## src/sv/sic_pkg.sv

```systemverilog
// Package for the scheduled irrigation controller.
// Holds the item structs, command and register codes and schedule constants.
// No dependencies; used by scheduled_irrigation_controller_top and its checker.
`default_nettype none

package sic_pkg;

  // Schedule geometry
  localparam int SLOTS  = 24;
  localparam int DAYS   = 7;
  localparam int SLOT_W = (SLOTS > 1) ? $clog2(SLOTS) : 1;

  // Fixed field widths
  localparam int HOUR_W   = 5;
  localparam int DAY_W    = 3;
  localparam int SAMPLE_W = 10;
  localparam int TEMP_W   = 8;
  localparam int MASK_W   = 7;
  localparam int MIN_W    = 7;
  localparam int AREA_W   = 4;
  localparam int PUMP_W   = 8;
  localparam int THR_W    = 7;
  localparam int TPM_W    = 6;

  // Configuration port
  localparam int PADDR_W = 4;
  localparam int PDATA_W = 32;

  // Reset values
  localparam logic [THR_W-1:0]  MOIST_THR_RESET = THR_W'(94);
  localparam logic [TEMP_W-1:0] TEMP_LIM_RESET  = TEMP_W'(34);
  localparam logic [TPM_W-1:0]  TPM_RESET       = TPM_W'(6);
  localparam logic [MIN_W-1:0]  SLOT_MIN_RESET  = MIN_W'(15);

  // Soil scaling: percent = 100 - floor(sample * 100 / 1023)
  localparam int PERCENT_FULL = 100;
  localparam int SAMPLE_FULL  = 1023;

  typedef enum logic [1:0] {
    CMD_TICK          = 2'd0,
    CMD_WRITE_DAYS    = 2'd1,
    CMD_WRITE_MINUTES = 2'd2,
    CMD_QUICK         = 2'd3
  } cmd_t;

  typedef enum logic [1:0] {
    REG_MOIST_THR = 2'd0,
    REG_TEMP_LIM  = 2'd1,
    REG_TPM       = 2'd2,
    REG_NONE      = 2'd3
  } reg_idx_t;

  typedef struct packed {
    cmd_t                command;
    logic [HOUR_W-1:0]   hour;
    logic [DAY_W-1:0]    weekday;
    logic [SAMPLE_W-1:0] soil_sample;
    logic [TEMP_W-1:0]   temperature;
    logic                temperature_ok;
    logic                slot_enable;
    logic [MASK_W-1:0]   day_mask;
    logic [MIN_W-1:0]    minutes;
    logic [AREA_W-1:0]   area;
  } in_item_t;

  typedef struct packed {
    logic [PUMP_W-1:0] pump_mask;
    logic              watering;
    logic              write_rejected;
  } out_item_t;

endpackage

`default_nettype wire

```

## src/sv/scheduled_irrigation_controller_top.sv

```systemverilog
// Top level of the scheduled irrigation controller: schedule, run control, APB registers.
// Depends on sic_pkg.
//
//  channel  | ports                                        | accepted when
//  ---------+----------------------------------------------+-----------------------------
//  input    | start, busy, in_item                         | start && !busy at clk rise
//  result   | out_valid, out_item                          | edge ending out_valid cycle
//  config   | psel, penable, pwrite, paddr, pwdata, prdata | psel&penable&pwrite&pready
//
// Each item is registered, evaluated in the next cycle and its result is shown the
// cycle after; one item per cycle, busy never rises.
// The path from input register to result register (soil scaling and the slot read)
// sets the cycle time. Synchronous active-low reset restores the schedule and
// registers; no clearing pass. The receiver cannot stall the result strobe.
`default_nettype none

module scheduled_irrigation_controller_top (
  input  wire                              clk,
  input  wire                              rst_n,
  // input channel
  input  wire                              start,
  output logic                             busy,
  input  wire sic_pkg::in_item_t           in_item,
  // result channel
  output logic                             out_valid,
  output sic_pkg::out_item_t               out_item,
  // configuration port
  input  wire                              psel,
  input  wire                              penable,
  input  wire                              pwrite,
  input  wire [sic_pkg::PADDR_W-1:0]       paddr,
  input  wire [sic_pkg::PDATA_W-1:0]       pwdata,
  output logic [sic_pkg::PDATA_W-1:0]      prdata,
  output logic                             pready
);

  localparam int SW = sic_pkg::SLOT_W;

  // Input register
  logic               in_valid_r;
  sic_pkg::in_item_t  in_r;

  // Configuration registers
  logic [sic_pkg::THR_W-1:0]  moist_thr_r;
  logic [sic_pkg::TEMP_W-1:0] temp_lim_r;
  logic [sic_pkg::TPM_W-1:0]  tpm_r;

  // Schedule
  logic                        slot_en_r   [sic_pkg::SLOTS];
  logic [sic_pkg::MASK_W-1:0]  slot_days_r [sic_pkg::SLOTS];
  logic [sic_pkg::MIN_W-1:0]   slot_min_r  [sic_pkg::SLOTS];
  logic [sic_pkg::SLOTS-1:0]   slot_done_r, slot_done_nxt;

  // Run state
  logic                         running_r, running_nxt;
  logic [sic_pkg::PUMP_W-1:0]   pumps_r, pumps_nxt;
  logic [sic_pkg::TPM_W-1:0]    tick_cnt_r, tick_cnt_nxt;
  logic [sic_pkg::MIN_W-1:0]    min_elapsed_r, min_elapsed_nxt;
  logic [sic_pkg::MIN_W-1:0]    min_target_r, min_target_nxt;
  logic [sic_pkg::HOUR_W-1:0]   cur_hour_r, cur_hour_nxt;
  logic [sic_pkg::HOUR_W-1:0]   fin_hour_r, fin_hour_nxt;
  logic                         hour_seen_r, hour_seen_nxt;
  logic [sic_pkg::TEMP_W-1:0]   last_temp_r, last_temp_nxt;

  // Result register
  logic                 out_valid_r;
  sic_pkg::out_item_t   out_r, out_nxt;

  // Slot write strobes
  logic slot_days_we, slot_min_we;

  assign busy = 1'b0;
  assign pready = 1'b1;
  assign out_valid = out_valid_r;
  assign out_item = out_r;

  // ---------------------------------------------------------------------------
  // Slot addressing and due check
  logic            hr_ok, cur_ok, fin_ok;
  logic [SW-1:0]   hr_idx, cur_idx, fin_idx;
  logic            day_ok;
  logic [2:0]      day_sel;
  logic            due;

  assign hr_ok   = {1'b0, in_r.hour} < (sic_pkg::HOUR_W+1)'(sic_pkg::SLOTS);
  assign cur_ok  = {1'b0, cur_hour_r} < (sic_pkg::HOUR_W+1)'(sic_pkg::SLOTS);
  assign fin_ok  = {1'b0, fin_hour_r} < (sic_pkg::HOUR_W+1)'(sic_pkg::SLOTS);
  assign hr_idx  = in_r.hour[SW-1:0];
  assign cur_idx = cur_hour_r[SW-1:0];
  assign fin_idx = fin_hour_r[SW-1:0];
  assign day_ok  = (in_r.weekday != '0) &&
                   (in_r.weekday <= sic_pkg::DAY_W'(sic_pkg::DAYS));
  assign day_sel = 3'(in_r.weekday - 3'd1);

  always_comb begin
    due = 1'b0;
    if (hr_ok && day_ok) begin
      due = slot_en_r[hr_idx] && !slot_done_r[hr_idx] && slot_days_r[hr_idx][day_sel];
    end
  end

  // ---------------------------------------------------------------------------
  // Soil percent: divide by 1023 as shift by 10 plus one correction step
  logic [16:0] soil_prod;
  logic [6:0]  soil_q0;
  logic [10:0] soil_rem;
  logic [6:0]  soil_q;
  logic [6:0]  soil_pct;
  logic        soil_dry;
  logic [sic_pkg::TEMP_W-1:0] temp_eff;
  logic        temp_cool;

  assign soil_prod = {1'b0, in_r.soil_sample, 6'b0} + {2'b0, in_r.soil_sample, 5'b0}
                   + {5'b0, in_r.soil_sample, 2'b0};
  assign soil_q0   = soil_prod[16:10];
  assign soil_rem  = {1'b0, soil_prod[9:0]} + {4'b0, soil_q0};
  assign soil_q    = soil_q0 + 7'((soil_rem >= 11'(sic_pkg::SAMPLE_FULL)) ? 1 : 0);
  assign soil_pct  = 7'(sic_pkg::PERCENT_FULL) - soil_q;
  assign soil_dry  = soil_pct < moist_thr_r;
  assign temp_eff  = in_r.temperature_ok ? in_r.temperature : last_temp_r;
  assign temp_cool = temp_eff < temp_lim_r;

  // ---------------------------------------------------------------------------
  // Minute counting while watering
  logic [sic_pkg::TPM_W:0]     cnt_inc;
  logic                        minute_up;
  logic [sic_pkg::MIN_W-1:0]   el_inc;
  logic                        run_end;
  logic [2:0]                  pump_sel;
  logic                        area_ok;

  assign cnt_inc   = {1'b0, tick_cnt_r} + (sic_pkg::TPM_W+1)'(1);
  assign minute_up = cnt_inc >= {1'b0, tpm_r};
  assign el_inc    = min_elapsed_r + sic_pkg::MIN_W'(1);
  assign run_end   = el_inc >= min_target_r;
  assign pump_sel  = 3'(in_r.area - 4'd1);
  assign area_ok   = (in_r.area != '0) && (in_r.area <= 4'd8);

  // ---------------------------------------------------------------------------
  // Next-state logic for one item
  always_comb begin
    slot_done_nxt   = slot_done_r;
    running_nxt     = running_r;
    pumps_nxt       = pumps_r;
    tick_cnt_nxt    = tick_cnt_r;
    min_elapsed_nxt = min_elapsed_r;
    min_target_nxt  = min_target_r;
    cur_hour_nxt    = cur_hour_r;
    fin_hour_nxt    = fin_hour_r;
    hour_seen_nxt   = hour_seen_r;
    last_temp_nxt   = last_temp_r;
    slot_days_we    = 1'b0;
    slot_min_we     = 1'b0;
    out_nxt.write_rejected = 1'b0;

    case (in_r.command)
      sic_pkg::CMD_TICK: begin
        if (running_r) begin
          tick_cnt_nxt = cnt_inc[sic_pkg::TPM_W-1:0];
          if (minute_up) begin
            tick_cnt_nxt    = '0;
            min_elapsed_nxt = el_inc;
            if (run_end) begin
              pumps_nxt       = '0;
              min_elapsed_nxt = '0;
              running_nxt     = 1'b0;
              if (cur_ok) slot_done_nxt[cur_idx] = 1'b1;
              fin_hour_nxt    = cur_hour_r;
              hour_seen_nxt   = 1'b0;
            end
          end
        end else begin
          cur_hour_nxt = in_r.hour;
          // hour moved on: re-arm the slot that last finished
          if ((in_r.hour != fin_hour_r) && !hour_seen_r) begin
            if (fin_ok) slot_done_nxt[fin_idx] = 1'b0;
            hour_seen_nxt = 1'b1;
          end
          if (due) begin
            min_target_nxt = slot_min_r[hr_idx];
            last_temp_nxt  = temp_eff;
            if (soil_dry && temp_cool) begin
              pumps_nxt   = pumps_r | sic_pkg::PUMP_W'(1);
              running_nxt = 1'b1;
              slot_done_nxt[hr_idx] = 1'b0;
            end
          end
        end
      end
      sic_pkg::CMD_WRITE_DAYS: begin
        if (hr_ok) slot_days_we = 1'b1;
        else out_nxt.write_rejected = 1'b1;
      end
      sic_pkg::CMD_WRITE_MINUTES: begin
        if (hr_ok) begin
          slot_min_we    = 1'b1;
          min_target_nxt = in_r.minutes;
        end else begin
          out_nxt.write_rejected = 1'b1;
        end
      end
      default: begin
        // quick water, ignored while a run is going
        if (!running_r) begin
          if (area_ok) pumps_nxt = pumps_r | (sic_pkg::PUMP_W'(1) << pump_sel);
          running_nxt    = 1'b1;
          if (cur_ok) slot_done_nxt[cur_idx] = 1'b0;
          min_target_nxt = in_r.minutes;
        end
      end
    endcase

    out_nxt.pump_mask = pumps_nxt;
    out_nxt.watering  = running_nxt;
  end

  // ---------------------------------------------------------------------------
  // Input register
  always_ff @(posedge clk) begin
    if (!rst_n) begin
      in_valid_r <= 1'b0;
    end else begin
      in_valid_r <= start && !busy;
    end
    if (start && !busy) in_r <= in_item;
  end

  // ---------------------------------------------------------------------------
  // Schedule and run state update
  always_ff @(posedge clk) begin
    if (!rst_n) begin
      for (int i = 0; i < sic_pkg::SLOTS; i++) begin
        slot_en_r[i]   <= 1'b0;
        slot_days_r[i] <= '0;
        slot_min_r[i]  <= sic_pkg::SLOT_MIN_RESET;
      end
      slot_done_r   <= '0;
      running_r     <= 1'b0;
      pumps_r       <= '0;
      tick_cnt_r    <= '0;
      min_elapsed_r <= '0;
      min_target_r  <= '0;
      cur_hour_r    <= '0;
      fin_hour_r    <= '0;
      hour_seen_r   <= 1'b0;
      last_temp_r   <= '0;
    end else if (in_valid_r) begin
      if (slot_days_we) begin
        slot_en_r[hr_idx] <= in_r.slot_enable;
        if (in_r.slot_enable) slot_days_r[hr_idx] <= in_r.day_mask;
      end
      if (slot_min_we) slot_min_r[hr_idx] <= in_r.minutes;
      slot_done_r   <= slot_done_nxt;
      running_r     <= running_nxt;
      pumps_r       <= pumps_nxt;
      tick_cnt_r    <= tick_cnt_nxt;
      min_elapsed_r <= min_elapsed_nxt;
      min_target_r  <= min_target_nxt;
      cur_hour_r    <= cur_hour_nxt;
      fin_hour_r    <= fin_hour_nxt;
      hour_seen_r   <= hour_seen_nxt;
      last_temp_r   <= last_temp_nxt;
    end
  end

  // ---------------------------------------------------------------------------
  // Result register
  always_ff @(posedge clk) begin
    if (!rst_n) begin
      out_valid_r <= 1'b0;
    end else begin
      out_valid_r <= in_valid_r;
    end
    if (in_valid_r) out_r <= out_nxt;
  end

  // ---------------------------------------------------------------------------
  // Configuration registers
  logic               cfg_we;
  sic_pkg::reg_idx_t  cfg_idx;

  assign cfg_we  = psel && penable && pwrite && pready;
  assign cfg_idx = sic_pkg::reg_idx_t'(paddr[3:2]);

  always_ff @(posedge clk) begin
    if (!rst_n) begin
      moist_thr_r <= sic_pkg::MOIST_THR_RESET;
      temp_lim_r  <= sic_pkg::TEMP_LIM_RESET;
      tpm_r       <= sic_pkg::TPM_RESET;
    end else if (cfg_we) begin
      unique case (cfg_idx)
        sic_pkg::REG_MOIST_THR: moist_thr_r <= pwdata[sic_pkg::THR_W-1:0];
        sic_pkg::REG_TEMP_LIM:  temp_lim_r  <= pwdata[sic_pkg::TEMP_W-1:0];
        sic_pkg::REG_TPM:       tpm_r       <= pwdata[sic_pkg::TPM_W-1:0];
        default: ;
      endcase
    end
  end

  // Register read-back
  always_comb begin
    unique case (cfg_idx)
      sic_pkg::REG_MOIST_THR: prdata = sic_pkg::PDATA_W'(moist_thr_r);
      sic_pkg::REG_TEMP_LIM:  prdata = sic_pkg::PDATA_W'(temp_lim_r);
      sic_pkg::REG_TPM:       prdata = sic_pkg::PDATA_W'(tpm_r);
      default:                prdata = '0;
    endcase
  end

endmodule

`default_nettype wire

```

## config.mk

```make
export PLATFORM = sky130hd
export DESIGN_NAME = scheduled_irrigation_controller_top
export DESIGN_NICKNAME = d
export VERILOG_FILES = /design/src/sv/sic_pkg.sv /design/src/sv/scheduled_irrigation_controller_top.sv
export SDC_FILE = /design/constraint.sdc
export NUM_CORES = 1
export LEC_CHECK = 0
export BUFFER_PORTS_ARGS = -buffer_cell sky130_fd_sc_hd__buf_2
export CAP_MARGIN = 40
export CORE_UTILIZATION = 25
export CTS_CLUSTER_SIZE = 10
export DETAILED_ROUTE_END_ITERATION = 16
export PLACE_DENSITY_LB_ADDON = 0.08
export SYNTH_ARGS = -nofsm -noshare
export SYNTH_HDL_FRONTEND = slang
export SYNTH_SLANG_ARGS = --single-unit
```

## constraint.sdc

```tcl
create_clock -name clk -period 6.3 [get_ports clk]
set_clock_uncertainty 0.15 [all_clocks]
set_input_delay 0.945 -clock clk [delete_from_list [all_inputs] [get_ports clk]]
set_output_delay 0.945 -clock clk [all_outputs]
set_load 0.01 [all_outputs]
```

==> qor.yml, run 1 <==
run_status:
  status: "finished with violations"
  failed_checks: "negative setup slack"
floorplanning:
  rows: 127
  num_io_pins: 135
  die_x_um: 351
  core_area_um2: 120000
  die_h_um: 351
  initial_core_util_pct: 25.3
  die_area_um2: 123000
pwr:
  p_per_area_nw_per_um2: 301
  sw_frac_of_total_pct: 25.7
  static-leakage-power_nw: 13.3
  power_switching_mw: 2.83
  pwr-share-seq_pct: 43.6
  p_clk_share_pct: 42.7
  internal_power_mw: 8.19
  combinationalPowerShare_pct: 13.8
  vdd_drop_max_uv: 184
  power_mw: 11.0
sta:
  relSlewSlack_pct: 41.4
  tightest_slew_ps: 879
  fin_ws_ps: -159
  setup_viol: 4
  hold_violations: 0
  maxSlewViolCount: 0
  finalCritPeriodShare_pct: 103
  hold_slack_ps: 294
  fmax_mhz: 155
  period_needed_ps: 6460
  rsz0062_at_grt: "true"
yosys:
  synth_area_leaders: "edfxtp_1, mux4_2, dfxtp_1, and2_1, ha_1"
  synth_most_common_cell: "edfxtp_1"
  ys_seq_elements: 638
  synth_common_cells: "edfxtp_1, and2_1, mux4_2"
  ys_seq_area_share_pct: 58.7
  yosysTopAreaCell: "edfxtp_1"
  ys_types: 69
  async_flop_share_pct: 0
  synth_edf_count: 514
  synthCells: 2283
  yosys_warnings: 0
  avgSynthCellArea_um2: 13.4
  syn_area_um2: 30500
  synth_top_area_share_pct: 50.6
  synth_ff_type: "edfxtp_1"
setup_path:
  crit_family: "adder cells"
  cp_slowest_cell: "fa_1"
  worst_ep_required_time_ps: 6660
  path_max_fanout: 3
  path_buf_inv: 3
  cp.arrival_ps: 6820
  worst_setup_path_start_kind: "register"
  end_kind: "register"
  crit_path_max_incr_delay_ps: 530
  path_common_cell: "a21oi_2"
  crit_type: "reg -> reg"
routing:
  wire_per_inst_um: 21.6
  drt_iter0_markers: 1371
  wl_um: 91500
  firstDrtPassIters: 5
  via_count: 19300
  drc_errors: 0
  ant_nets: 0
  via_per_inst: 4.55
clock_network:
  cts_sinks: 638
  cts_tree: "done"
  cts_buffer_depth: 3
  cts_hold_buf: 0
  h-tree-depth: 3
  insertion_delay_ps: 650
  path_clk_slew_ps: 50
  clock-root-buffer: "clkbuf_16"
  cts_buffers: 85
global_route:
  grt_pass1_wl_um: 137000
  grt_pass1_vias: 20100
  grt_start_max_net_pins: 66
  grt_overflow: 0
  antenna_found_initial: 6
  grt_usage_pct: 15.1
placement:
  portBuffers: 82
  gp_congestion: 0.765
  place_area_um2: 33700
  hpwl_um: 60500
layout:
  nNetsFinal: 2721
  utilization_pct: 30.4
  final_layout_size_suffix_gt1_share_pct: 20.3
  fin_area_um2: 36600
  syn_to_final_growth_pct: 19.9
  fillers: 12200
min_path:
  holdCritPathClass: "reg -> reg"
job:
  maxCapViolations: 0
-- state kept, by name, indices dropped and copies added, names as in the netlist, 8 cells and up, named ones only --
name,cells
slot_min_r,224
slot_days_r,224
slot_en_r,32
slot_done_r,24
temp_lim_r,8
in_r,43
out_item,10
last_temp_r,8
pumps_r,8
-- placed cells by master (no fill, tap or decap), types with 56 or more instances in the layout --
cell type,instances
and2_1,237
buf_2,85
buf_4,134
clkbuf_16,88
conb_1,146
dfxtp_1,121
edfxtp_1,514
ha_1,56
mux2i_1,77
mux4_2,136
nand2_1,103
nor2_1,117
o21ai_0,86
or3_1,92
-- logic make-up after synthesis --
group           count (synthesis)  synth area share (%)
flops                         638                  58.7
simple gates                  749                  13.4
buf+inv                       226                  3.49
xor+xnor                       33                 0.948
compound gates                334                  7.08
mux                           230                  13.2
other cells                     2                0.0246
fa+ha+maj                      71                  3.11
-- area by class of cell --
cell class	instances	area, µm²	share of cell area, %
Antenna cell	3	7.51	0.0205
Clock buffer	123	2360	6.46
Clock inverter	30	305	0.835
Inverter	47	176	0.482
Multi-Input combinational cell	1563	12200	33.4
Sequential cell	638	17900	49.0
Tap cell	1612	2020	5.51
Timing Repair Buffer	225	1550	4.23
-- worst register-to-register path, delay by kind of cell (launching register included) --
family                     cells  cell delay, ps
and+or+nand+nor                7            1310
xor gates and xnor gates       3             310
AOI/OAI and AO/OA             11            1620
buffers and inverters          3             320
DFF                            1             450
adders and majority gates      7            2170
-- through the flow --
step                      instances  worst slack (ps)  TNS [ps]
after global routing           4238              -583     -2000
final                          4241              -159      -330
after global placement         4056              -461     -1450
after detailed placement       4070              -592     -1920
after CTS                      4234              -168      -295
after floorplan                2427              17.5         0
-- worst paths after layout --
check	startpoint	to	slack, ps	depth (start not counted)
max	in_r[29]	out_item[2]	-160	31
min	last_temp_r[2]	last_temp_r[2]	290	2
max reg2reg	in_r[29]	out_item[2]	-160	31
min reg2reg	last_temp_r[2]	last_temp_r[2]	290	2
-- power by group through the flow --
stage	clock network, mW	registers (mW)	logic [mW]
after floorplan	0	4.85	0.897
after global placement	0	4.92	1.33
after detailed placement	0	4.89	1.39
after CTS	4.88	4.80	1.50
after global routing	5.03	4.82	1.68
final	4.70	4.80	1.52
-- routing by layer --
metal / global-route usage [%] / wire length [µm]
met5: 0 / 19
met4: 3.99 / 2030
met3: 2.61 / 4200
met2: 25.0 / 43700
met1: 20.2 / 41500
-- timing repair --
action / 4_1_cts / 5_1_grt
pin swaps: 30 / 19
buffers inserted: 11 / 4
endpoints found under the setup margin: 4 / 4
resized for setup: 22 / 8
Power figures use the tool's default switching activity.
==> inputs of run 2 (changes only) <==
--- a/config.mk
+++ b/config.mk
@@ -7,10 +7,12 @@
 export LEC_CHECK = 0
 export BUFFER_PORTS_ARGS = -buffer_cell sky130_fd_sc_hd__buf_2
 export CAP_MARGIN = 40
+export CORE_MARGIN = 10
 export CORE_UTILIZATION = 25
 export CTS_CLUSTER_SIZE = 10
 export DETAILED_ROUTE_END_ITERATION = 16
 export PLACE_DENSITY_LB_ADDON = 0.08
+export SLEW_MARGIN = 10
 export SYNTH_ARGS = -nofsm -noshare
 export SYNTH_HDL_FRONTEND = slang
 export SYNTH_SLANG_ARGS = --single-unit
==> constraint.sdc (replaced) <==
create_clock -name clk -period 6.3 [get_ports clk]
set_clock_uncertainty 0.15 [all_clocks]
set_input_delay 0.945 -clock clk [delete_from_list [all_inputs] [get_ports clk]]
set_output_delay 0.945 -clock clk [all_outputs]
set_load 0.05 [all_outputs]
==> qor.yml, run 2 (synthesis results as in run 1) <==
setup_path:
  reg2reg_to: "out_item[2]"  # unchanged
  cp.arrival_ps: 6570  # was 6820 ps
  r2r_start: "in_r[29]"  # unchanged
  cp_slowest_cell: "fa_1"  # unchanged
  r2r_slack_ps: -20  # was -160 ps
  end_kind: "register"  # unchanged
  crit_path_max_incr_delay_ps: 530  # about the same
  worst_ep_required_time_ps: 6550  # was 6660 ps
  worst_setup_path_start_kind: "register"  # unchanged
  path_max_fanout: 3  # unchanged
  path_common_cell: "ha_1"  # was a21oi_2
  r2r.worst_path.cells: 29  # was 31
  crit_type: "reg -> reg"  # unchanged
clock_network:
  cts_buffers: 84  # was 85
  insertion_delay_ps: 670  # was 650 ps
  cts_buffer_depth: 3  # unchanged
  cts_tree: "done"  # unchanged
  cts_hold_buf: 0  # unchanged
  cts_sinks: 638  # unchanged
  path_clk_slew_ps: 60  # was 50 ps
  clock-root-buffer: "clkbuf_16"  # unchanged
  h-tree-depth: 3  # unchanged
floorplanning:
  die_area_um2: 136000  # was 123000 µm²
  rows: 128  # was 127
  die_x_um: 369  # was 351 µm
  initial_core_util_pct: 25.1  # was 25.3%
  core_area_um2: 122000  # was 120000 µm²
  num_io_pins: 135  # unchanged
  die_h_um: 369  # was 351 µm
global_route:
  grt_usage_pct: 13.3  # was 15.1%
  grt_start_max_net_pins: 176  # was 66
  grt_overflow: 0  # unchanged
  antenna_found_initial: 6  # unchanged
  grt_pass1_wl_um: 137000  # about the same
  grt_pass1_vias: 19900  # was 20.1k
routing:
  via_per_inst: 4.52  # was 4.55
  drc_errors: 0  # unchanged
  firstDrtPassIters: 5  # unchanged
  ant_nets: 0  # unchanged
  wl_um: 92000  # was 91500 µm
  via_count: 19200  # was 19.3k
  wire_per_inst_um: 21.7  # was 21.6 µm
  drt_iter0_markers: 1181  # was 1371
pwr:
  sw_frac_of_total_pct: 26.6  # was 25.7%
  internal_power_mw: 7.97  # was 8.19 mW
  p_per_area_nw_per_um2: 298  # was 301 nW/µm²
  power_mw: 10.9  # was 11.0 mW
  p_clk_share_pct: 41.9  # was 42.7%
  power_switching_mw: 2.89  # was 2.83 mW
  vdd_drop_max_uv: 184  # about the same
  combinationalPowerShare_pct: 13.7  # was 13.8%
  pwr-share-seq_pct: 44.3  # was 43.6%
  static-leakage-power_nw: 13.2  # was 13.3 nW
job:
  maxCapViolations: 0  # unchanged
min_path:
  holdCritPathClass: "reg -> reg"  # unchanged
  hold_path_end: "last_temp_r[1]"  # was last_temp_r[2]
  whs_path_depth: 2  # unchanged
  hp-start: "last_temp_r[1]"  # was last_temp_r[2]
sta:
  fmax_mhz: 158  # was 155 MHz
  relSlewSlack_pct: 38.2  # was 41.4%
  hold_violations: 0  # unchanged
  period_needed_ps: 6320  # was 6460 ps
  hold_slack_ps: 297  # was 294 ps
  fin_ws_ps: -18.1  # was -159 ps
  setup_viol: 1  # was 4
  rsz0062_at_grt: "true"  # unchanged
  tightest_slew_ps: 926  # was 879 ps
  finalCritPeriodShare_pct: 100  # was 103%
  maxSlewViolCount: 0  # unchanged
layout:
  insertedDiodeCount: 0  # was 3
  final_cell_mix: "edfxtp_1, and2_1, conb_1, mux4_2, buf_4"  # unchanged
  top_regs: "slot_days_r x224, slot_min_r x224, in_r x43"  # unchanged
  fin_area_um2: 36400  # was 36600 µm²
  final_layout_size_suffix_gt1_share_pct: 19.7  # was 20.3%
  final_common_cell: "edfxtp_1"  # unchanged
  syn_to_final_growth_pct: 19.4  # was 19.9%
  nNetsFinal: 2707  # was 2721
placement:
  hpwl_um: 60600  # was 60500 µm
  gp_congestion: 0.768  # was 0.765
  portBuffers: 82  # unchanged
  place_area_um2: 33700  # about the same
run_status:
  failed_checks: "negative setup slack"  # unchanged
  status: "finished with violations"  # unchanged
run 2: cell types whose count changed in the layout (fill, tap and decap cells not counted), moves of 3 or more:
cell,previous run,this run
clkinv_1,11,15
diode_2,3,0
clkbuf_8,3,8
bufinv_16,5,1
clkbuf_16,88,85
buf_4,134,122
buf_2,85,82
clkbuf_1,32,28
clkinv_2,10,7
run 2: worst max-delay path by stage:
stage	startpoint	end	slack [ps]	cells past startpoint
floorplan	in_r[29]	out_item[2]	20	31
global placement	in_r[29]	out_item[2]	-470	29
detailed placement	in_r[29]	out_item[2]	-510	31
CTS	in_r[29]	out_item[2]	-80	31
global route	in_r[29]	out_item[2]	-410	31
finish	in_r[29]	out_item[2]	-20	29
run 2: repair_timing:
action                     in CTS  in global routing
pin swaps                      10                  8
buffers inserted                3                  4
setup endpoints to repair       4                  4
gates resized for setup        22                  5
run 2: power groups by stage:
stage	Clock, mW	Sequential, mW	Combinational [mW]
6_report	4.55	4.81	1.49
5_1_grt	4.88	4.83	1.64
4_1_cts	4.71	4.82	1.49
3_5_place_dp	0	4.91	1.40
3_3_place_gp	0	4.92	1.36
2_1_floorplan	0	4.86	0.932
run 2: metrics by stage:
| step | TNS [ps] | cells | worst slack, ps | utilization [%] |
|---|---|---|---|---|
| floorplan | 0 | 2427 | 17.5 | - |
| global placement | -1470 | 4066 | -466 | 27.6 |
| detailed placement | -1660 | 4078 | -509 | 27.7 |
| CTS | -147 | 4230 | -79.4 | 29.9 |
| global route | -1480 | 4234 | -411 | 30.0 |
| finish | -18.1 | 4234 | -18.1 | 30.0 |
run 2: final cells by class:
cell class,count,area [µm²]
clock buffer,121,2340
clock inverter,28,235
fill,12200,85100
inverter,47,176
multi-input combinational,1563,12200
sequential,638,17900
tap,1625,2030
timing repair buffer,212,1500
run 2: critical path, delay by kind of cell, from the launching register on:
family / cells / cell delay [ps]
AO/OA/AOI/OAI: 10 / 1790
adder cells (fa/ha/maj): 6 / 1780
AND/OR/NAND/NOR: 8 / 1190
XOR/XNOR: 3 / 520
flip-flops: 1 / 480
buffers and inverters: 2 / 150
run 2: metal layers:
metal	track usage, %	part of all wire, %	vias up
met5	0	0.018	-
met3	2.33	4.1	128
met1	17.9	46	9716
met4	3.70	2.5	2
met2	22.0	48	378
li1	-	-	8927
==> inputs of run 3 (changes only) <==
--- a/config.mk
+++ b/config.mk
@@ -5,10 +5,11 @@
 export SDC_FILE = /design/constraint.sdc
 export NUM_CORES = 1
 export LEC_CHECK = 0
+export ABC_AREA = 1
 export BUFFER_PORTS_ARGS = -buffer_cell sky130_fd_sc_hd__buf_2
 export CAP_MARGIN = 40
 export CORE_MARGIN = 10
-export CORE_UTILIZATION = 25
+export CORE_UTILIZATION = 55
 export CTS_CLUSTER_SIZE = 10
 export DETAILED_ROUTE_END_ITERATION = 16
 export PLACE_DENSITY_LB_ADDON = 0.08
==> qor.yml, run 3 <==
sta:
  relSlewSlack_pct: 34.2  # was 38.2%
  fmax_mhz: 163  # was 158 MHz
  period_needed_ps: 6120  # was 6320 ps
  maxSlewViolCount: 0  # unchanged
  setup_viol: 0  # was 1
  hold_violations: 0  # unchanged
  tightest_slew_ps: 986  # was 926 ps
  rsz0062_at_grt: "true"  # unchanged
  finalCritPeriodShare_pct: 97.2  # was 100%
yosys:
  synth_edf_count: 514  # unchanged
  yosysTopAreaCell: "edfxtp_1"  # unchanged
  ys_seq_area_share_pct: 59.1  # was 58.7%
  avgSynthCellArea_um2: 9.45  # was 13.4 µm²
  synth_common_cells: "nand2_1, nor2_1, edfxtp_1"  # was edfxtp_1, and2_1, mux4_2
  synth_area_leaders: "edfxtp_1, dfxtp_1, nand2_1, nor2_1, nand3_1"  # was edfxtp_1, mux4_2, dfxtp_1, and2_1, ha_1
  syn_area_um2: 30300  # was 30500 µm²
  ys_seq_elements: 638  # unchanged
  yosys_warnings: 0  # unchanged
  synthCells: 3208  # was 2283
  async_flop_share_pct: 0  # unchanged
  ys_types: 46  # was 69
  synth_most_common_cell: "nand2_1"  # was edfxtp_1
  synth_top_area_share_pct: 50.9  # was 50.6%
  synth_ff_type: "edfxtp_1"  # unchanged
floorplanning:
  num_io_pins: 135  # unchanged
  die_x_um: 255  # was 369 µm
  die_area_um2: 64900  # was 136000 µm²
  core_area_um2: 54900  # was 122000 µm²
  rows: 86  # was 128
  die_h_um: 255  # was 369 µm
  initial_core_util_pct: 55.3  # was 25.1%
routing:
  firstDrtPassIters: 7  # was 5
  via_per_inst: 5.69  # was 4.52
  ant_nets: 0  # unchanged
  drc_errors: 0  # unchanged
  via_count: 23300  # was 19.2k
  wire_per_inst_um: 19.0  # was 21.7 µm
  drt_iter0_markers: 2082  # was 1181
  wl_um: 78100  # was 92000 µm
clock_network:
  cts_tree: "done"  # unchanged
  cts_buffer_depth: 3  # unchanged
  cts_hold_buf: 0  # unchanged
  h-tree-depth: 3  # unchanged
  path_clk_slew_ps: 50  # was 60 ps
  insertion_delay_ps: 600  # was 670 ps
  clock-root-buffer: "clkbuf_16"  # unchanged
  cts_buffers: 74  # was 84
  cts_sinks: 638  # unchanged
pwr:
  vdd_drop_max_uv: 237  # was 184 µV
  static-leakage-power_nw: 13.4  # was 13.2 nW
  p_per_area_nw_per_um2: 302  # was 298 nW/µm²
layout:
  final_cell_mix: "nand2_1, nor2_1, edfxtp_1, nand3_1, o21ai_0"  # was edfxtp_1, and2_1, conb_1, mux4_2, buf_4
  syn_to_final_growth_pct: 12.2  # was 19.4%
  final_common_cell: "nand2_1"  # was edfxtp_1
  nNetsFinal: 3519  # was 2707
  top_regs: "slot_days_r x224, slot_min_r x224, in_r x43"  # unchanged
  utilization_pct: 62.0  # was 30.0%
  final_cells: 4104  # was 4234
  final_layout_size_suffix_gt1_share_pct: 7.95  # was 19.7%
setup_path:
  cp.arrival_ps: 6500  # was 6570 ps
  path_max_fanout: 3  # unchanged
  end_kind: "register"  # unchanged
  path_common_cell: "a21oi_2"  # was ha_1
  crit_type: "reg -> reg"  # unchanged
  worst_setup_path_start_kind: "register"  # unchanged
  worst_ep_required_time_ps: 6670  # was 6550 ps
  cp_slowest_cell: "fa_1"  # unchanged
  crit_path_max_incr_delay_ps: 640  # was 530 ps
placement:
  gp_congestion: 0.862  # was 0.768
  portBuffers: 82  # unchanged
  placedCellCount: 3973  # was 4078
  hpwl_um: 52800  # was 60600 µm
global_route:
  grt_usage_pct: 24.1  # was 13.3%
  grt_pass1_vias: 23100  # was 19.9k
  grt_pass1_wl_um: 123000  # was 137000 µm
  grt_start_max_net_pins: 189  # was 176
  antenna_found_initial: 5  # was 6
  grt_overflow: 0  # unchanged
min_path:
  holdCritPathClass: "reg -> reg"  # unchanged
run_status:
  status: "finished, final reports clean"  # was finished with violations
job:
  maxCapViolations: 0  # unchanged
run 3: power breakdown:
group	switching [mW]	internal (mW)	leakage, nW
sequential	0.0991	4.73	6.13
clock	1.59	2.22	0.999
combinational	1.08	0.553	6.29
run 3: cells by family after synthesis:
logic type / count (synthesis) / synth area share (%)
simple gates: 1489 / 19.9
flops: 638 / 59.1
compound gates: 541 / 10.3
buf+inv: 432 / 6.50
fa+ha+maj: 71 / 3.13
xor+xnor: 28 / 0.809
mux: 7 / 0.260
other cells: 2 / 0.0248
run 3: routing by layer:
layer | global-route usage (%) | vias to the layer above | wire (µm)
met2 | 40.5 | 861 | 37600
met4 | 7.57 | 6 | 1740
met3 | 4.32 | 128 | 6260
met5 | 0 | - | 39
li1 | - | 11100 | -
met1 | 31.4 | 11200 | 32400
run 3: through the flow:
step	power, mW	setup WS, ps	TNS (ps)	cell area [µm²]	hold slack [ps]
finish	10.3	176	0	34000	310
global route	10.7	-237	-559	34000	343
CTS	10.2	23.4	0	33800	313
detailed placement	6.41	-15.5	-15.5	31700	305
global placement	6.32	104	0	31200	295
floorplan	5.95	703	0	30900	288
run 3: area by class of cell:
type / count / area [µm²]
fill: 4658 / 20800
sequential: 638 / 17900
multi-input combinational: 2282 / 11100
clock buffer: 113 / 2050
timing repair buffer: 140 / 1190
tap: 704 / 881
inverter: 222 / 840
clock inverter: 3 / 28.8
antenna: 2 / 5.00
run 3: worst max-delay path: cells and delay by family (launching register included):
family          cells  cell delay [ps]
simple gates       13             1290
fa+ha+maj           6             1720
compound gates     10             1610
flops               1              480
xor+xnor            2              350
buf+inv             4              410
run 3: final timing paths:
path | startpoint | end | slack [ps] | cells after the start
setup / recovery | in_r[33] | pumps_r[0] | 180 | 35
hold reg to reg | last_temp_r[4] | last_temp_r[4] | 310 | 2
hold / removal | last_temp_r[4] | last_temp_r[4] | 310 | 2
setup reg to reg | in_r[33] | pumps_r[0] | 180 | 35
run 3: timing repair:
| item | 4_1_cts | 5_1_grt |
|---|---|---|
| setup endpoints to repair | 2 | 4 |
| setup buffers | 2 | 11 |
| gates resized for setup | 1 | 30 |
| pin swaps | 0 | 24 |
